`config.mk`:
```
export PLATFORM = sky130hd
export DESIGN_NAME = xml_text_run_extractor
export DESIGN_NICKNAME = d
export VERILOG_FILES = /design/src/xtr_pkg.sv /design/src/xtr_front.sv /design/src/xtr_fifo.sv /design/src/xtr_back.sv /design/src/xml_text_run_extractor.sv
export VERILOG_INCLUDE_DIRS = /design/src /design/src/src
export SDC_FILE = /design/constraint.sdc
export NUM_CORES = 1
export LEC_CHECK = 0
export BUFFER_PORTS_ARGS = -buffer_cell sky130_fd_sc_hd__buf_2
export CORE_MARGIN = 5
export CORE_UTILIZATION = 25
export CTS_CLUSTER_DIAMETER = 80
export DETAILED_ROUTE_END_ITERATION = 16
export HOLD_SLACK_MARGIN = 0.15
export PLACE_DENSITY = 0.5
export SYNTH_ARGS = -nofsm -noshare
export SYNTH_HDL_FRONTEND = slang
export SYNTH_SLANG_ARGS = --single-unit
```
`constraint.sdc`:
```
create_clock -name clk_i -period 16.05 [get_ports clk_i]
set_clock_uncertainty 0.1 [all_clocks]
set_input_delay 3.21 -clock clk_i [delete_from_list [all_inputs] [get_ports clk_i]]
set_output_delay 3.21 -clock clk_i [all_outputs]
set_load 0.05 [all_outputs]
```
`src/xml_text_run_extractor_macros.svh`:
```
// Assertion macros shared by the text run extractor modules.
`ifndef XML_TEXT_RUN_EXTRACTOR_MACROS_SVH
`define XML_TEXT_RUN_EXTRACTOR_MACROS_SVH

// Same-cycle implication, checked outside reset.
`define XTR_ASSERT_IMPL(label, ante, cons, msg) \
  label: assert property (@(posedge clk_i) disable iff (!rst_ni) (ante) |-> (cons)) \
    else $error(msg);

// Next-cycle implication, checked outside reset.
`define XTR_ASSERT_NEXT(label, ante, cons, msg) \
  label: assert property (@(posedge clk_i) disable iff (!rst_ni) (ante) |=> (cons)) \
    else $error(msg);

`endif

```
`src/xtr_pkg.sv`:
```
// Types, tag tables and codes for the text run extractor.
package xtr_pkg;

  // Tag mode codes; any other code selects plain t tags
  localparam logic [1:0] MODE_W = 2'd0;
  localparam logic [1:0] MODE_A = 2'd1;
  localparam logic [1:0] MODE_T = 2'd2;

  localparam logic [7:0] CHAR_LT = 8'h3C;  // '<'
  localparam logic [7:0] CHAR_GT = 8'h3E;  // '>'

  // Result kinds on the output channel
  typedef enum logic [1:0] {
    KIND_TEXT   = 2'd0,
    KIND_CLOSED = 2'd1,
    KIND_UNTERM = 2'd2
  } kind_e;

  // Final result of one command, if any
  typedef enum logic [1:0] {
    FIN_NONE   = 2'd0,
    FIN_CLOSED = 2'd1,
    FIN_UNTERM = 2'd2
  } fin_e;

  // One classified input byte, expanded by the back end into results:
  // rel1 held tag bytes, then the byte itself if emit_b, then rel2 held
  // tag bytes, then the final result.
  typedef struct packed {
    logic [1:0] mode;
    logic [2:0] rel1;
    logic       emit_b;
    logic [7:0] data;
    logic [2:0] rel2;
    fin_e       fin;
  } cmd_t;

  localparam int unsigned CmdW = $bits(cmd_t);

  // Queue status seen by the front end
  typedef struct packed {
    logic full;
  } q_stat_t;

  function automatic logic [2:0] open_len(input logic [1:0] mode);
    case (mode)
      MODE_W:  open_len = 3'd4;
      MODE_A:  open_len = 3'd4;
      default: open_len = 3'd2;
    endcase
  endfunction

  function automatic logic [2:0] close_len(input logic [1:0] mode);
    case (mode)
      MODE_W:  close_len = 3'd6;
      MODE_A:  close_len = 3'd6;
      default: close_len = 3'd4;
    endcase
  endfunction

  function automatic logic [7:0] open_byte(input logic [1:0] mode, input logic [2:0] idx);
    logic [7:0] letter;
    letter = (mode == MODE_A) ? 8'h61 : 8'h77;  // 'a' or 'w'
    if (mode == MODE_W || mode == MODE_A) begin
      case (idx)
        3'd0:    open_byte = CHAR_LT;
        3'd1:    open_byte = letter;
        3'd2:    open_byte = 8'h3A;  // ':'
        3'd3:    open_byte = 8'h74;  // 't'
        default: open_byte = 8'h00;
      endcase
    end else begin
      case (idx)
        3'd0:    open_byte = CHAR_LT;
        3'd1:    open_byte = 8'h74;
        default: open_byte = 8'h00;
      endcase
    end
  endfunction

  function automatic logic [7:0] close_byte(input logic [1:0] mode, input logic [2:0] idx);
    logic [7:0] letter;
    letter = (mode == MODE_A) ? 8'h61 : 8'h77;
    if (mode == MODE_W || mode == MODE_A) begin
      case (idx)
        3'd0:    close_byte = CHAR_LT;
        3'd1:    close_byte = 8'h2F;  // '/'
        3'd2:    close_byte = letter;
        3'd3:    close_byte = 8'h3A;
        3'd4:    close_byte = 8'h74;
        3'd5:    close_byte = CHAR_GT;
        default: close_byte = 8'h00;
      endcase
    end else begin
      case (idx)
        3'd0:    close_byte = CHAR_LT;
        3'd1:    close_byte = 8'h2F;
        3'd2:    close_byte = 8'h74;
        3'd3:    close_byte = CHAR_GT;
        default: close_byte = 8'h00;
      endcase
    end
  endfunction

endpackage

```
`src/xtr_front.sv`:
```
// Front end: tag matching state machine, run counter and command build.
module xtr_front import xtr_pkg::*; #(
  parameter int unsigned RUN_LENGTH_BITS = 16
) (
  input  logic                       clk_i,
  input  logic                       rst_ni,
  input  logic                       tag_mode_we_i,
  input  logic [1:0]                 tag_mode_wdata_i,
  input  logic                       in_valid_i,
  output logic                       in_ready_o,
  input  logic [7:0]                 in_byte_i,
  input  logic                       end_of_stream_i,
  input  q_stat_t                    q_stat_i,
  output logic                       push_o,
  output cmd_t                       cmd_o,
  output logic [RUN_LENGTH_BITS-1:0] len_o
);

  typedef enum logic [2:0] {
    PH_SEARCH = 3'b001,
    PH_SKIP   = 3'b010,
    PH_TEXT   = 3'b100
  } phase_e;

  localparam logic [RUN_LENGTH_BITS-1:0] RunMax = '1;

  phase_e                     phase_q, phase_d;
  logic [2:0]                 mp_q, mp_d;
  logic [RUN_LENGTH_BITS-1:0] cnt_q, cnt_d;
  logic [1:0]                 mode_q;

  logic [2:0]                 olen, clen, mp_o, mp_c;
  logic [2:0]                 rel1, rel2, inc;
  logic                       emit_b, closed;
  fin_e                       fin;
  logic [RUN_LENGTH_BITS-1:0] cnt_base, cnt_sat;
  logic [RUN_LENGTH_BITS:0]   cnt_sum;
  logic [2:0]                 total;
  logic                       accept;

  assign olen = open_len(mode_q);
  assign clen = close_len(mode_q);
  // Out-of-range match positions count as zero
  assign mp_o = (mp_q >= olen) ? 3'd0 : mp_q;
  assign mp_c = (mp_q >= clen) ? 3'd0 : mp_q;

  // Per-byte state update and release counts
  always_comb begin
    phase_d  = phase_q;
    mp_d     = mp_q;
    cnt_base = cnt_q;
    rel1     = 3'd0;
    rel2     = 3'd0;
    emit_b   = 1'b0;
    closed   = 1'b0;
    fin      = FIN_NONE;
    case (phase_q)
      PH_SKIP: begin
        if (in_byte_i == CHAR_GT) begin
          phase_d  = PH_TEXT;
          mp_d     = 3'd0;
          cnt_base = '0;
        end
      end
      PH_TEXT: begin
        if (in_byte_i == close_byte(mode_q, mp_c)) begin
          if (mp_c + 3'd1 == clen) begin
            closed  = 1'b1;
            fin     = FIN_CLOSED;
            phase_d = PH_SEARCH;
            mp_d    = 3'd0;
          end else begin
            mp_d = mp_c + 3'd1;
          end
        end else begin
          rel1 = mp_c;
          if (in_byte_i == CHAR_LT) begin
            mp_d = 3'd1;
          end else begin
            mp_d   = 3'd0;
            emit_b = 1'b1;
          end
        end
      end
      default: begin
        phase_d = PH_SEARCH;
        if (in_byte_i == open_byte(mode_q, mp_o)) begin
          if (mp_o + 3'd1 == olen) begin
            phase_d = PH_SKIP;
            mp_d    = 3'd0;
          end else begin
            mp_d = mp_o + 3'd1;
          end
        end else begin
          mp_d = (in_byte_i == CHAR_LT) ? 3'd1 : 3'd0;
        end
      end
    endcase
    // End of stream cuts an open run
    if (end_of_stream_i) begin
      if (phase_d == PH_TEXT) begin
        rel2 = mp_d;
        fin  = FIN_UNTERM;
      end else if (phase_d == PH_SKIP) begin
        fin  = FIN_UNTERM;
      end
    end
  end

  // Saturating run count over every text byte released by this transaction
  assign inc     = rel1 + {2'd0, emit_b} + rel2;
  assign cnt_sum = {1'b0, cnt_base} + {{(RUN_LENGTH_BITS-2){1'b0}}, inc};
  assign cnt_sat = cnt_sum[RUN_LENGTH_BITS] ? RunMax : cnt_sum[RUN_LENGTH_BITS-1:0];

  assign cnt_d = closed ? '0 : cnt_sat;

  // Command to the queue
  assign total = inc + {2'd0, (fin != FIN_NONE)};
  assign cmd_o = '{mode: mode_q, rel1: rel1, emit_b: emit_b, data: in_byte_i,
                   rel2: rel2, fin: fin};
  always_comb begin
    case (fin)
      FIN_CLOSED: len_o = cnt_q;
      FIN_UNTERM: len_o = (phase_d == PH_TEXT) ? cnt_sat : '0;
      default:    len_o = '0;
    endcase
  end

  assign in_ready_o = !q_stat_i.full;
  assign accept     = in_valid_i && in_ready_o;
  assign push_o     = accept && (total != 3'd0);

  // State registers; a mode write or end of stream returns to search
  always_ff @(posedge clk_i or negedge rst_ni) begin
    if (!rst_ni) begin
      phase_q <= PH_SEARCH;
      mp_q    <= 3'd0;
      cnt_q   <= '0;
      mode_q  <= MODE_W;
    end else if (tag_mode_we_i) begin
      mode_q  <= tag_mode_wdata_i;
      phase_q <= PH_SEARCH;
      mp_q    <= 3'd0;
      cnt_q   <= '0;
    end else if (accept) begin
      if (end_of_stream_i) begin
        phase_q <= PH_SEARCH;
        mp_q    <= 3'd0;
        cnt_q   <= '0;
      end else begin
        phase_q <= phase_d;
        mp_q    <= mp_d;
        cnt_q   <= cnt_d;
      end
    end
  end

endmodule

```
`src/xtr_fifo.sv`:
```
// Small register queue between the front and back ends.
`include "xml_text_run_extractor_macros.svh"
module xtr_fifo import xtr_pkg::*; #(
  parameter int unsigned Width = 8,
  parameter int unsigned Depth = 2
) (
  input  logic             clk_i,
  input  logic             rst_ni,
  input  logic             push_i,
  input  logic [Width-1:0] wdata_i,
  output q_stat_t          stat_o,
  input  logic             pop_i,
  output logic             head_valid_o,
  output logic [Width-1:0] head_o
);

  localparam int unsigned PtrW = (Depth > 1) ? $clog2(Depth) : 1;
  localparam int unsigned CntW = $clog2(Depth + 1);
  localparam logic [PtrW-1:0] PtrLast = PtrW'(Depth - 1);
  localparam logic [CntW-1:0] CntFull = CntW'(Depth);

  logic [Width-1:0] mem_q [Depth];
  logic [PtrW-1:0]  wr_q, rd_q;
  logic [CntW-1:0]  cnt_q;
  logic             full, empty;

  assign full         = (cnt_q == CntFull);
  assign empty        = (cnt_q == '0);
  assign stat_o.full  = full;
  assign head_valid_o = !empty;
  assign head_o       = mem_q[rd_q];

  // Storage
  always_ff @(posedge clk_i) begin
    if (push_i) begin
      mem_q[wr_q] <= wdata_i;
    end
  end

  // Pointers and fill count
  always_ff @(posedge clk_i or negedge rst_ni) begin
    if (!rst_ni) begin
      wr_q  <= '0;
      rd_q  <= '0;
      cnt_q <= '0;
    end else begin
      if (push_i) begin
        wr_q <= (wr_q == PtrLast) ? '0 : wr_q + PtrW'(1);
      end
      if (pop_i) begin
        rd_q <= (rd_q == PtrLast) ? '0 : rd_q + PtrW'(1);
      end
      if (push_i && !pop_i) begin
        cnt_q <= cnt_q + CntW'(1);
      end else if (pop_i && !push_i) begin
        cnt_q <= cnt_q - CntW'(1);
      end
    end
  end

  `XTR_ASSERT_IMPL(a_no_overflow, push_i, !full, "queue push while full")
  `XTR_ASSERT_IMPL(a_no_underflow, pop_i, !empty, "queue pop while empty")
  `XTR_ASSERT_NEXT(a_push_fills, push_i && !pop_i, !empty, "push left queue empty")

endmodule

```
`src/xtr_back.sv`:
```
// Back end: a command becomes results in the output register, one per unstalled cycle.
`include "xml_text_run_extractor_macros.svh"
module xtr_back import xtr_pkg::*; #(
  parameter int unsigned RUN_LENGTH_BITS = 16
) (
  input  logic                       clk_i,
  input  logic                       rst_ni,
  input  logic                       head_valid_i,
  input  cmd_t                       cmd_i,
  input  logic [RUN_LENGTH_BITS-1:0] len_i,
  output logic                       pop_o,
  output logic                       out_valid_o,
  input  logic                       out_ready_i,
  output logic [1:0]                 kind_o,
  output logic [7:0]                 text_byte_o,
  output logic [RUN_LENGTH_BITS-1:0] run_length_o,
  output logic                       last_of_run_o
);

  logic [2:0]                 idx_q, idx_d;
  logic                       out_valid_q, out_valid_d;
  kind_e                      kind_q, kind_d;
  logic [7:0]                 byte_q, byte_d;
  logic [RUN_LENGTH_BITS-1:0] len_q, len_d;
  logic                       last_q, last_d;

  logic [2:0] p1, p2, p3, total;
  logic       load;

  // Boundaries of the three text segments in the command
  assign p1    = cmd_i.rel1;
  assign p2    = p1 + {2'd0, cmd_i.emit_b};
  assign p3    = p2 + cmd_i.rel2;
  assign total = p3 + {2'd0, (cmd_i.fin != FIN_NONE)};

  assign load  = head_valid_i && (!out_valid_q || out_ready_i);
  assign last_d = (idx_q == total - 3'd1);
  assign pop_o = load && last_d;

  // Result selected by the position within the command
  always_comb begin
    kind_d = KIND_TEXT;
    byte_d = 8'h00;
    len_d  = '0;
    if (idx_q < p1) begin
      byte_d = close_byte(cmd_i.mode, idx_q);
    end else if (idx_q < p2) begin
      byte_d = cmd_i.data;
    end else if (idx_q < p3) begin
      byte_d = close_byte(cmd_i.mode, idx_q - p2);
    end else begin
      kind_d = (cmd_i.fin == FIN_CLOSED) ? KIND_CLOSED : KIND_UNTERM;
      len_d  = len_i;
    end
  end

  assign idx_d       = pop_o ? 3'd0 : idx_q + 3'd1;
  assign out_valid_d = load ? 1'b1 : (out_ready_i ? 1'b0 : out_valid_q);

  // Control registers
  always_ff @(posedge clk_i or negedge rst_ni) begin
    if (!rst_ni) begin
      idx_q       <= 3'd0;
      out_valid_q <= 1'b0;
    end else begin
      out_valid_q <= out_valid_d;
      if (load) begin
        idx_q <= idx_d;
      end
    end
  end

  // Output payload register
  always_ff @(posedge clk_i) begin
    if (load) begin
      kind_q <= kind_d;
      byte_q <= byte_d;
      len_q  <= len_d;
      last_q <= last_d;
    end
  end

  assign out_valid_o   = out_valid_q;
  assign kind_o        = kind_q;
  assign text_byte_o   = byte_q;
  assign run_length_o  = len_q;
  assign last_of_run_o = last_q;

  `XTR_ASSERT_IMPL(a_idx_range, head_valid_i, idx_q < total, "result index past command")
  `XTR_ASSERT_IMPL(a_idx_idle, !head_valid_i, idx_q == 3'd0, "index moved with no command")
  `XTR_ASSERT_NEXT(a_pop_last, pop_o, out_valid_q && last_q, "pop without final result")

endmodule

```
`src/xml_text_run_extractor.sv`:
```
// Top level of the markup text run extractor.
//
//   channel   direction  handshake                   payload
//   input     in         in_valid_i / in_ready_o     in_byte_i, end_of_stream_i
//   output    out        out_valid_o / out_ready_i   kind_o, text_byte_o,
//                                                    run_length_o, last_of_run_o
//   config    in         tag_mode_we_i               tag_mode_wdata_i
//
// An input byte gives 0 to 7 results, which leave one per cycle from the output
// register while out_ready_i is high; with the output not stalled, sustained rate is
// one byte per cycle when each byte gives at most one result, else one result per cycle.
// An input transaction reaches its first result via the queue, then the output register.
// The two-entry command queue lets input run on while the output stalls.
// Reset is asynchronous, active low; no clearing pass is needed.
module xml_text_run_extractor import xtr_pkg::*; #(
  parameter int unsigned RUN_LENGTH_BITS = 16
) (
  input  logic                       clk_i,
  input  logic                       rst_ni,
  input  logic                       tag_mode_we_i,
  input  logic [1:0]                 tag_mode_wdata_i,
  input  logic                       in_valid_i,
  output logic                       in_ready_o,
  input  logic [7:0]                 in_byte_i,
  input  logic                       end_of_stream_i,
  output logic                       out_valid_o,
  input  logic                       out_ready_i,
  output logic [1:0]                 kind_o,
  output logic [7:0]                 text_byte_o,
  output logic [RUN_LENGTH_BITS-1:0] run_length_o,
  output logic                       last_of_run_o
);

  localparam int unsigned QDepth = 2;
  localparam int unsigned QWidth = CmdW + RUN_LENGTH_BITS;

  q_stat_t                    q_stat;
  logic                       push, pop, head_valid;
  cmd_t                       cmd_in, cmd_head;
  logic [RUN_LENGTH_BITS-1:0] len_in, len_head;
  logic [QWidth-1:0]          head;

  xtr_front #(
    .RUN_LENGTH_BITS(RUN_LENGTH_BITS)
  ) u_front (
    .clk_i           (clk_i),
    .rst_ni          (rst_ni),
    .tag_mode_we_i   (tag_mode_we_i),
    .tag_mode_wdata_i(tag_mode_wdata_i),
    .in_valid_i      (in_valid_i),
    .in_ready_o      (in_ready_o),
    .in_byte_i       (in_byte_i),
    .end_of_stream_i (end_of_stream_i),
    .q_stat_i        (q_stat),
    .push_o          (push),
    .cmd_o           (cmd_in),
    .len_o           (len_in)
  );

  xtr_fifo #(
    .Width(QWidth),
    .Depth(QDepth)
  ) u_fifo (
    .clk_i       (clk_i),
    .rst_ni      (rst_ni),
    .push_i      (push),
    .wdata_i     ({cmd_in, len_in}),
    .stat_o      (q_stat),
    .pop_i       (pop),
    .head_valid_o(head_valid),
    .head_o      (head)
  );

  assign cmd_head = cmd_t'(head[QWidth-1:RUN_LENGTH_BITS]);
  assign len_head = head[RUN_LENGTH_BITS-1:0];

  xtr_back #(
    .RUN_LENGTH_BITS(RUN_LENGTH_BITS)
  ) u_back (
    .clk_i        (clk_i),
    .rst_ni       (rst_ni),
    .head_valid_i (head_valid),
    .cmd_i        (cmd_head),
    .len_i        (len_head),
    .pop_o        (pop),
    .out_valid_o  (out_valid_o),
    .out_ready_i  (out_ready_i),
    .kind_o       (kind_o),
    .text_byte_o  (text_byte_o),
    .run_length_o (run_length_o),
    .last_of_run_o(last_of_run_o)
  );

endmodule
```
; ---- Word level (Yosys, flattened, before mapping)
; Memories as Yosys holds them, arrays and structs flattened.
; Cells that the tools add are included.
[word_totals]
register_bits = 59
ramBits = 70
elab_cells = 177
memories = 1
[memory_table]
columns = name, depth, word_bits, rd, rd_clocked_by_memory_dff, wr, line
row1 = u_fifo.mem_q, 2, 35, 1, 0, 1, xtr_fifo.sv:22  ; logic [Width-1:0] mem_q [Depth];
[op_classes]
mux = 77
eq_ne = 35
n_addsub = 16
order_cmp = 5
reduce_logical = 30
[ops]
columns = cell, count
row1 = $pmux W8 S6, 3
row2 = $mux W16, 8
row3 = $pmux W7 S4, 3
row4 = $mux W8, 9
row5 = $mux W3, 23
row6 = $pmux W16 S2, 1
row7 = $pmux W8 S4, 1
row8 = $eq A3 B2 Y1 const B, 10
row9 = $eq A3 B3 Y1 const B, 8
row10 = $mux W2, 10
row11 = $add A16 B3 Y17, 1
row12 = $eq A8 B6 Y1 const B, 2
row13 = $eq A8 B8 Y1, 2
row14 = $mux W1, 14
row15 = $pmux W7 S2, 1
row16 = $add A3 B1 Y3, 4
row17 = $eq A3 B1 Y1 const B, 4
row18 = $logic_not A3 Y1, 4
row19 = $pmux W3 S2, 2
row20 = $mux W5, 2
row21 = $reduce_bool A2 Y1, 5
row22 = $add A3 B1 Y3 const B, 3
row23 = $eq A3 B3 Y1, 3
row24 = $lt A3 B3 Y1, 3
row25 = 16 further kinds, 37

; ---- Longest topological paths before layout
; Gate-level depths: netlist of run 1.
[depth]
word_depth = 24
depth_mapped = 33
ltp_nobuf = 32

; ---- Hierarchy
; A second synthesis of run 1 with hierarchy kept.
[unflattened]
cells_unflattened = 728
hier_area_um2 = 8060.2
[by_module_without_submodules]
columns = module, cells_each, area_each_um2, seq_area_each_um2, n_inst
row1 = xtr_front, 417, 3196.8, 601.8, 1
row2 = xtr_fifo, 125, 2865.2, 2202.1, 1
row3 = xtr_back, 186, 1998.2, 910.9, 1

; ---- Worst setup path after synthesis of run 1
; No wires, ideal clock.
[synth_timing]
kind = input-to-reg
from = input in_byte_i[1]
to = memory u_fifo.mem_q[0][0] (netlist name), enable pin
stages = 16
t_required_ns = 15.435
setup_ns = 0.515
setup_slack_ns = 5.133
arrival_time_ns = 10.302
n_path_buf = 1
path_cell_list = clkbuf_1 -> o21ai_0 -> a21oi_1 -> a2111oi_0 -> o311ai_0 -> nor3_1 -> mux2i_1 -> o221a_2 -> nor2_1 -> fa_1 -> fa_1 -> ha_1 -> nor3b_1 -> o31a_1 -> mux4_2 -> nor4_1
[synth_lines]
columns = item, line
row1 = from (decl), xml_text_run_extractor.sv:24  ; input logic [7:0] in_byte_i,
row2 = to (decl), xtr_fifo.sv:22

==> results of run 1 <==
state kept, by name, indices dropped and copies added (netlist names):
register and flops:
u_back.run_length_o 16, u_front.mp_q 3, u_fifo.mem_q 70, u_back.last_of_run_o 1
u_back.idx_q 3, u_front.phase_q 3, u_fifo.cnt_q 2, u_back.out_valid_o 1
u_back.text_byte_o 8, u_fifo.rd_q 1, u_front.cnt_q 16, u_back.kind_o 2
u_front.mode_q 2, u_fifo.wr_q 1
per-layer routing:
metal | routed length [um] | GRT usage [%] | up-vias
met5 | 13 | 0 | -
li1 | - | - | 2670
met1 | 8390 | 14.3 | 2583
met2 | 8250 | 17.5 | 115
met4 | 309 | 3.69 | 2
met3 | 658 | 2.12 | 24
power by group through the flow:
stage,Combinational [mW],Sequential (mW),Clock (mW)
2_1_floorplan,0.0125,0.364,0
3_3_place_gp,0.0203,0.365,0
3_5_place_dp,0.0205,0.365,0
4_1_cts,0.0206,0.359,0.400
5_1_grt,0.0225,0.359,0.413
6_report,0.0204,0.359,0.391
through the flow:
| stage | hold slack, ns | power, mW | instances |
|---|---|---|---|
| floorplan | 0.355 | 0.376 | 696 |
| global placement | 0.367 | 0.386 | 1110 |
| detailed placement | 0.371 | 0.386 | 1110 |
| CTS | 0.380 | 0.779 | 1142 |
| global route | 0.402 | 0.794 | 1142 |
| finish | 0.377 | 0.770 | 1142 |
cell families (layout without fill, tap and decap cells):
logic type	after synthesis	count (layout)	synth area share, %
xor gates and xnor gates	27	27	3.17
DFF	129	129	49.7
muxes	40	40	5.66
buffers and inverters	55	111	2.83
adders and majority gates	44	44	7.88
AOI/OAI and AO/OA	163	163	14.4
and+or+nand+nor	238	238	16.4
layout make-up:
type | count | area (um2)
repair buffers | 51 | 273
inverters | 28 | 105
flip-flops and latches | 129 | 3720
fillers | 3040 | 20800
clock inverters | 13 | 163
multi-input cells | 512 | 3550
well taps | 390 | 488
clock buffers | 19 | 433
critical path, stage by stage:
cell,delay (ns)
buf_2,0.17
o21ai_0,0.17
a21oi_1,0.08
a2111oi_0,0.33
o311ai_0,0.22
nor3_1,0.53
mux2i_1,0.28
o221a_2,0.23
nor2_1,0.08
fa_1,0.44
fa_1,0.42
or3_1,0.41
nand2_1,0.09
xor2_1,0.08
ha_1,0.33
a21o_1,0.16
nor2b_1,0.22
nand2_1,0.11
nor3_1,0.61
and4_1,0.56
o21ai_0,0.13
a21boi_0,0.27
path summary, 6_finish.rpt:
path / from / endpoint / slack [ns]
min in group asynchronous: rst_ni / u_front.cnt_q[5]$_DFFE_PN0P_ / 2.81
hold reg to reg: u_front.phase_q[0]$_DFFE_PN1P_ / u_front.phase_q[0]$_DFFE_PN1P_ / 0.38
max in group asynchronous: rst_ni / u_fifo.rd_q$_DFFE_PN0P_ / 12.45
hold / removal: u_front.phase_q[0]$_DFFE_PN1P_ / u_front.phase_q[0]$_DFFE_PN1P_ / 0.38
setup reg to reg: u_front.mode_q[1]$_DFFE_PN0P_ / u_fifo.mem_q[1][1]$_DFFE_PP_ / 7.54
setup / recovery: in_byte_i[1] / u_fifo.mem_q[1][1]$_DFFE_PP_ / 7.03
synthesized netlist by cell type (all sizes together), types with 2 or more instances:
master   number  area share, %
a221o         2           0.27
or4           2           0.20
dfrtp        31             10
o31a          2           0.23
o22ai        10           0.84
a21boi        7           0.70
ha           39            6.5
mux2          8            1.2
nand2b       13            1.1
clkbuf       22            1.1
o221ai        6           0.79
nor3b         4           0.40
a22o          7           0.82
xor2         10            1.2
and2         14            1.2
o32a          2           0.27
a211oi        4           0.40
a21oi        33            2.3
or2           3           0.25
o311ai        3           0.35
o21bai        2           0.20
xnor2        17            2.0
nand4         5           0.42
fa            5            1.3
nor2b        17            1.4
o31ai         7           0.70
and3          8           0.67
nand4bb       2           0.52
a21o          7           0.70
a31oi         8           0.67
edfxtp       97             39
nand3b        2           0.20
buf           5           0.32
nor4b         3           0.35
o21ai        44            2.9
or3           5           0.42
nor2         71            3.6
mux2i        31            4.2
nand3        12           0.80
nand2        52            2.6
inv          28            1.4
o32ai         2           0.23
a22oi         7           0.70
nor4          6           0.59
nor3         16            1.2
==> metrics, run 1 <==
status finished clean; Core ar. between 20000 and 30000 um2; Initial DRC Count 300; synthesized area 7470 um2; row count 63; clk sinks ~130; Max VDD drop 0.0667 mV; Hold Crit Depth 2; Final WS setup 7.03 ns; number of flops mapped to enable cells by yosys 97; Ys Warns 0; Slew headroom 42.2%; Final TNS setup 0 ns; H-tree lvl count 4; Top FF cell, synth edfxtp_1; Port Buffer Count 44; CTS tree built; register area share after synthesis 49.7%; die area around 33000 um2; Crit path required time 16.16 ns; Tcrit/Tclk final around 56%; Vias/cell ~4.7; WS Path Type primary input to flop; worst-path fanout max 13; Worst Hold Class flop to flop; crit path launch type primary input; DP Worst Slack 6.67 ns; Slew Viols, Final 0; vias in the first global route roughly 5400; WL/cell 15.4 um; Final Util 29.5%; DR pass1 iterations 5; number of top-level pins 45; GPL Wtd Cong 0.798; final net count around 800; Worst R2R Path Depth 29; CTS max path bufs 2; fin area slightly below 9000 um2; switching share of total power 21.1%; Worst Tran Pin Value 0.867 ns; layout cells sized above 1 14.2%; post-detailed-routing wire length 17.6 mm; ANT cells 0; post-synth net total 756; Setup Fix Bufs, Post-CTS 0; unrepaired setup endpoints after global routing no; PwrDens 88.3 nW/um2; Die Wd 183 um; Clock power frac ~50%; gr ovfl total 0; Die Height between 150 and 200 um; worst skew pair latency 0.42 ns; Tmin final approximately 9 ns; routed vias 5394; first-pass GRT wire length 29.0 mm; # resized after CTS 0; # setup viols final 0; most frequent cells in the layout 97 x edfxtp_1, 70 x nor2_1, 52 x nand2_1, 44 x o21ai_0, 44 x buf_2; crit path DAT 9.14 ns; combinational power share 2.6%; Num CTS Buffers 17; largest net degree at the start of global routing 40; drt drc 0; crit end category flop; Detail Route Antenna Nets 0; final hold vios 0; GRT Resource Usage Total 10.7%; number of distinct library cells after synthesis 72; initial antenna violation count 1; detailed placement HPWL 12.4 mm; clock slew at reported path FFs ~0.060 ns; Hold Buf Count CTS 0; switching pwr around 0.16 mW; Post-synth ARST share 24.8%; fmax 111 MHz; cell-internal power 0.608 mW; initial cell density of the core 25.3%; post-synthesis register bit count 129; max-capacitance violation count 0; Syn Inst Count 696; clock root buffer clkbuf_16; Area after DPL 8130 um2; commonest non-fill, non-tap cell in the layout edfxtp_1; Mapped Avg Cell Area between 10 and 15 um2; Area growth, synth to finish 16.8%; Reg power frac 46.6%; leak pwr 2.97 nW
Power figures use the tool's default switching activity.
==> run 2, diff against run 1 <==
Settings changed: ABC_AREA set to 1.
Clock period 16.05 ns to 8.7 ns, I/O delays scaled along.
==> metrics, run 2 <==
Num CTS Buffers 17 (unchanged); Crit-path slowest cell nor2_2 (was nor3_1); crit path launch type flop (was primary input); Hold Buf Count CTS 0 (unchanged); fmax 136 MHz; Area after DPL 8210 um2 (was 8130 um2); Setup Fix Bufs, Post-CTS 0 (unchanged); WL met2 8.89 mm (was 8.25 mm); number of distinct library cells after synthesis 54 (was 72); Slew Viols, Final 0 (unchanged); Worst path max stage delay 0.75 ns (was 0.61 ns); Hold Crit Depth 2 (unchanged); Top reg by flops u_fifo.mem_q (unchanged); Synth top cells by count 220 x nand2_1, 104 x inv_1, 97 x edfxtp_1 (was 97 x edfxtp_1, 70 x nor2_1, 52 x nand2_1); Top FF cell, synth edfxtp_1 (unchanged); largest net degree at the start of global routing 38 (was 40); Mapped Avg Cell Area 8.96 um2 (was 10.7 um2); Detail Route Antenna Nets 0 (unchanged); Worst Hold End u_fifo.wr_q$_DFFE_PN0P_ (was u_front.phase_q[0]$_DFFE_PN1P_); synthesized area 7590 um2 (was 7470 um2); commonest non-fill, non-tap cell in the layout nand2_1 (was edfxtp_1); Area growth, synth to finish 15.6% (was 16.8%); Crit path required time 8.83 ns (was 16.16 ns); worst skew pair latency 0.43 ns (was 0.42 ns); WS Path Type flop to flop (was primary input to flop); reg2reg end u_fifo.mem_q[0][13]$_DFFE_PP_ (was u_fifo.mem_q[1][1]$_DFFE_PP_); CTS tree built (unchanged); Tcrit/Tclk final between 80% and 90%; Port Buffer Count 44 (unchanged); Core ar. 29800 um2 (was 29600 um2); clock slew at reported path FFs 0.06 ns (about the same); reg2reg start u_front.mode_q[1]$_DFFE_PN0P_ (unchanged); die area 33900 um2 (was 33400 um2); ANT cells 0 (unchanged); clock root buffer clkbuf_16 (unchanged); number of top-level pins 45 (unchanged); GPL Wtd Cong 0.840 (was 0.798); Worst Tran Pin Value 1.08 ns (was 0.867 ns); initial antenna violation count 0 (was 1); crit path DAT 7.47 ns (was 9.14 ns); post-synth net total 907 (was 756); Vias/cell 4.47 (was 4.72); detailed placement HPWL 13.0 mm (was 12.4 mm); wire length on met1 8.58 mm (was 8.39 mm); status finished clean (unchanged); number of flops mapped to enable cells by yosys 97 (unchanged); PwrDens 297 nW/um2 (was 88.3 nW/um2); Worst R2R Path Depth 35 (was 29); most frequent cells in the layout 220 x nand2_1, 103 x inv_1, 97 x edfxtp_1, 59 x nor2_1, 49 x a21oi_1 (was 97 x edfxtp_1, 70 x nor2_1, 52 x nand2_1, 44 x o21ai_0, 44 x buf_2); worst-path fanout max 23 (was 13); leak pwr 3.71 nW (was 2.97 nW); largest cells by area after synthesis edfxtp_1 38%, nand2_1 11%, dfrtp_1 10%, ha_1 6.4%, inv_1 5.1% (was edfxtp_1 39%, dfrtp_1 10%, ha_1 6.5%, mux2i_1 4.2%, nor2_1 3.5%); gr ovfl total 0 (unchanged); # setup viols final 0 (unchanged); metal3 WL 597 um (was 658 um); row count 63 (unchanged); reg-to-reg slack, setup 1.36 ns (was 7.54 ns); Worst Hold Class flop to flop (unchanged); register area share after synthesis 49.0% (was 49.7%); fin area 8770 um2 (was 8720 um2); Reg area 3710 um2 (was 3720 um2); Slew headroom 27.9% (was 42.2%); H-tree lvl count 4 (unchanged); Final TNS setup 0 ns (unchanged); highest metal used met4 (was met5); GRT Resource Usage Total 11.1% (was 10.7%); Ys Warns 0 (unchanged); post-detailed-routing wire length 18.3 mm (was 17.6 mm); max reg flops 70 (unchanged); Die Wd 184 um (was 183 um); Syn Inst Count 847 (was 696); final net count 951 (was 799); Initial DRC Count 344 (was 300); CP most frequent cell nand2_1; Tmin final approximately 7.3 ns; max-capacitance violation count 0 (unchanged); routed vias 5783 (was 5394); first-pass GRT wire length 29.9 mm (was 29.0 mm); fill cell total of the finished layout 3153 (was 3040); multi-input logic area 3350 um2 (was 3550 um2); unrepaired setup endpoints after global routing no (unchanged); top-count cell post-synth nand2_1 (was edfxtp_1); initial cell density of the core 25.5% (was 25.3%); # resized after CTS 0 (unchanged); cell accounting for the most synthesized area edfxtp_1 (unchanged); CTS max path bufs 2 (unchanged); vias in the first global route 5585 (was 5426); WL/cell 14.2 um (was 15.4 um); crit end category flop (unchanged); Post-synth ARST share 24.8% (unchanged); Synth top area share 38.4% (was 39.0%); clk sinks 129 (unchanged); DR pass1 iterations 5 (unchanged); Worst Hold Launch u_fifo.wr_q$_DFFE_PN0P_ (was u_front.phase_q[0]$_DFFE_PN1P_); Die Height 184 um (was 183 um); final hold vios 0 (unchanged); Max VDD drop 0.128 mV (was 0.0667 mV); layout cells sized above 1 15.5% (was 14.2%); post-synthesis register bit count 129 (unchanged); drt drc 0 (unchanged)
[run 2: how the worst max path moves through the flow]
stage	start	end	cells past startpoint
after detailed placement	u_front.mode_q[1]$_DFFE_PN0P_	u_fifo.mem_q[1][9]$_DFFE_PP_	35
final	u_front.mode_q[1]$_DFFE_PN0P_	u_fifo.mem_q[0][13]$_DFFE_PP_	35
after global placement	u_front.mode_q[1]$_DFFE_PN0P_	u_fifo.mem_q[0][9]$_DFFE_PP_	35
after global routing	u_front.mode_q[1]$_DFFE_PN0P_	u_fifo.mem_q[1][15]$_DFFE_PP_	37
after CTS	u_front.mode_q[1]$_DFFE_PN0P_	u_fifo.mem_q[1][9]$_DFFE_PP_	35
after floorplan	u_front.mode_q[1]$_DFFE_PN0P_	u_fifo.mem_q[1][0]$_DFFE_PP_	28
[run 2: where the power goes]
group | total [mW] | internal (mW) | switching, mW
registers | 0.831 | 0.795 | 0.0365
clock network | 0.687 | 0.378 | 0.309
logic | 1.08 | 0.302 | 0.782
[run 2: final cells by class]
cell class,instances,share of cell area (%)
Sequential cell,129,42.3
Multi-Input combinational cell,586,38.2
Tap cell,390,5.56
Clock buffer,17,4.85
Inverter,110,4.71
Timing Repair Buffer,47,2.77
Clock inverter,15,1.58
[run 2: critical path: cells and delay by family, from the launching register on]
family / cells / cell delay, ns
flip-flops: 1 / 0.71
AND/OR/NAND/NOR: 23 / 3.18
adder cells (fa/ha/maj): 6 / 2.02
AO/OA/AOI/OAI: 4 / 0.67
buffers and inverters: 2 / 0.42
[run 2: cells by family after synthesis]
group	after synthesis	synth area share, %
buffers and inverters	132	6.98
XOR/XNOR	21	2.42
flip-flops	129	49.0
adder cells (fa/ha/maj)	44	7.75
multiplexers	5	0.709
AND/OR/NAND/NOR	380	22.6
AO/OA/AOI/OAI	136	10.5
[run 2: per-stage QoR]
stage          hold WS [ns]  std cells  util [%]  setup slack (ns)  power [mW]
3_3_place_gp          0.358       1262      27.5              1.50        1.93
5_1_grt               0.410       1294      29.4             0.690        2.78
3_5_place_dp          0.363       1262      27.5              1.44        1.94
4_1_cts               0.379       1294      29.4              1.40        2.64
6_report              0.377       1294      29.4              1.36        2.60
2_1_floorplan         0.342        847         -              2.36        1.66
[run 2: layer usage]
layer / vias up / global-route usage (%)
met5: - / 0
met1: 2753 / 14.4
li1: 2922 / -
met3: 17 / 1.84
met4: 0 / 3.43
met2: 91 / 18.8
==> run 3, diff against run 2 <==
Settings changed: PLACE_DENSITY 0.5 to 0.51.
Clock period 8.7 ns to 6.6 ns, I/O delays scaled along.
==> metrics, run 3 (synthesis gave the netlist of run 2 again) <==
# setup viols final 0 (unchanged); WL/cell 13.4 um (was 14.2 um); CTS tree built (unchanged); max-capacitance violation count 0 (unchanged); CP startpoint u_front.mode_q[1]$_DFFE_PN0P_ (unchanged); drt drc 0 (unchanged); Die Height 184 um (unchanged); clk sinks 129 (unchanged); DR pass1 iterations 5 (unchanged); clock root buffer clkbuf_16 (unchanged); Crit path required time 6.75 ns (was 8.83 ns); initial antenna violation count 1 (was 0); Num CTS Buffers 17 (unchanged); initial cell density of the core 25.5% (unchanged); final net count 961 (was 951); Detail Route Antenna Nets 0 (unchanged); final hold vios 0 (unchanged); Reg power frac 32.1% (was 31.9%); most frequent cells in the layout 220 x nand2_1, 103 x inv_1, 97 x edfxtp_1, 58 x nor2_1, 49 x a21oi_1 (was 220 x nand2_1, 103 x inv_1, 97 x edfxtp_1, 59 x nor2_1, 49 x a21oi_1); GRT Resource Usage Total 10.5% (was 11.1%); die area 33900 um2 (unchanged); Reg area 3720 um2 (was 3710 um2); WS Path Type flop to flop (unchanged); Max VDD drop 0.178 mV (was 0.128 mV); row count 63 (unchanged); vias in the first global route 5490 (was 5585); crit path DAT 6.20 ns (was 7.47 ns); status finished clean (unchanged); Final Power 3.40 mW (was 2.60 mW); Worst R2R Path Depth 36 (was 35); Worst path max stage delay 0.43 ns (was 0.75 ns); worst-path fanout max 11 (was 23); crit path launch type flop (unchanged); leak pwr 3.77 nW (was 3.71 nW); commonest non-fill, non-tap cell in the layout nand2_1 (unchanged); H-tree lvl count 4 (unchanged); layout cells sized above 1 17.1% (was 15.5%); Core ar. 29800 um2 (unchanged); Area growth, synth to finish 17.0% (was 15.6%); Tcrit/Tclk final 91.7% (was 84.4%); Slew headroom 36.2% (was 27.9%); post-detailed-routing wire length 17.5 mm (was 18.3 mm); largest net degree at the start of global routing 37 (was 38); Port Buffer Count 44 (unchanged); cell-internal power 1.94 mW (was 1.47 mW); detailed placement HPWL 12.8 mm (was 13.0 mm); fmax 165 MHz (was 136 MHz); multi-input logic area 3370 um2 (was 3350 um2); switching pwr 1.46 mW (was 1.13 mW); Slew Viols, Final 0 (unchanged); gr ovfl total 0 (unchanged); reg2reg start u_front.mode_q[1]$_DFFE_PN0P_ (unchanged); GPL Wtd Cong 0.859 (was 0.840); CP most frequent cell nand2_1 (unchanged); CTS max path bufs 2 (unchanged); hold slack 0.383 ns (was 0.377 ns); Worst Hold Class flop to flop (unchanged); worst skew pair latency 0.42 ns (was 0.43 ns); first-pass GRT wire length 28.7 mm (was 29.9 mm); Initial DRC Count 312 (was 344); Top reg by flops u_fifo.mem_q (unchanged); PwrDens 383 nW/um2 (was 297 nW/um2); Crit-path slowest cell fa_1 (was nor2_2); switching share of total power 42.8% (was 43.3%); number of top-level pins 45 (unchanged); Clock power frac 26.3% (was 26.4%); max reg flops 70 (unchanged); reg-to-reg slack, setup 0.54 ns (was 1.36 ns); Critical Path End u_fifo.mem_q[0][1]$_DFFE_PP_ (was u_fifo.mem_q[0][13]$_DFFE_PP_); clock slew at reported path FFs 0.06 ns (about the same); reg2reg end u_fifo.mem_q[0][1]$_DFFE_PP_ (was u_fifo.mem_q[0][13]$_DFFE_PP_); Vias/cell 4.42 (was 4.47); fill cell total of the finished layout 3167 (was 3153); ANT cells 0 (unchanged); Die Wd 184 um (unchanged); combinational power share 41.6% (was 41.7%); Tmin final 6.06 ns (was 7.34 ns); Worst Tran Pin Value 0.954 ns (was 1.08 ns); crit end category flop (unchanged); Hold Crit Depth 2 (unchanged); Hold Buf Count CTS 0 (unchanged); routed vias 5760 (was 5783)
## run 3: cell count changes in the layout (fill, tap and decap cells not counted), sizes merged
| cell | previous run | this run |
|---|---|---|
| buf | 47 | 57 |
| clkinv | 4 | 1 |
| inv | 119 | 120 |
| clkinvlp | 2 | 4 |
## run 3: critical path: cells and delay by family (launching register included)
kind,cells,cell delay (ns)
and+or+nand+nor,25,2.72
DFF,1,0.41
buffers and inverters,3,0.30
adders and majority gates,6,1.97
AOI/OAI and AO/OA,2,0.37
## run 3: power by group through the flow
stage,registers [mW],logic [mW],clock network [mW]
after global routing,1.11,1.58,0.954
after detailed placement,1.11,1.43,0
after floorplan,1.42,0.768,0
final,1.09,1.41,0.893
after CTS,1.10,1.43,0.916
after global placement,1.11,1.42,0
## run 3: how the worst min path moves through the flow
stage                                  start  slack (ns)                       endpoint
3_3_place_gp         u_fifo.wr_q$_DFFE_PN0P_        0.36        u_fifo.wr_q$_DFFE_PN0P_
4_1_cts              u_fifo.wr_q$_DFFE_PN0P_        0.38        u_fifo.wr_q$_DFFE_PN0P_
6_report             u_fifo.wr_q$_DFFE_PN0P_        0.38        u_fifo.wr_q$_DFFE_PN0P_
3_5_place_dp         u_fifo.wr_q$_DFFE_PN0P_        0.36        u_fifo.wr_q$_DFFE_PN0P_
5_1_grt        u_front.mode_q[0]$_DFFE_PN0P_        0.42  u_fifo.mem_q[1][33]$_DFFE_PP_
2_1_floorplan        u_fifo.wr_q$_DFFE_PN0P_        0.34        u_fifo.wr_q$_DFFE_PN0P_
## run 3: stage by stage
step	setup slack (ns)	TNS (ns)	util (%)	std cells	area [um2]
floorplan	0.265	0	-	847	7590
global placement	0.371	0	27.8	1271	8270
detailed placement	0.270	0	27.8	1271	8270
CTS	0.242	0	29.6	1303	8830
global route	-0.00914	-0.0256	29.8	1304	8870
finish	0.545	0	29.8	1304	8870
## run 3: final cells by class
cell class,count,share of cell area [%]
well taps,390,5.50
clock buffers,17,4.79
multi-input cells,586,38.0
repair buffers,57,3.67
inverters,110,4.65
clock inverters,15,1.54
flip-flops and latches,129,41.9
## run 3: repair_timing
action                                  4_1_cts  5_1_grt
gates resized for setup                       0       12
endpoints found under the setup margin        0       39
buffers inserted                              0        1
## run 3: routing by layer
metal,vias up,track usage [%],wire [um]
li1,2928,-,-
met4,2,3.08,222
met2,80,17.4,8310
met1,2733,14.1,8460
met5,-,0,13
met3,17,1.89,463
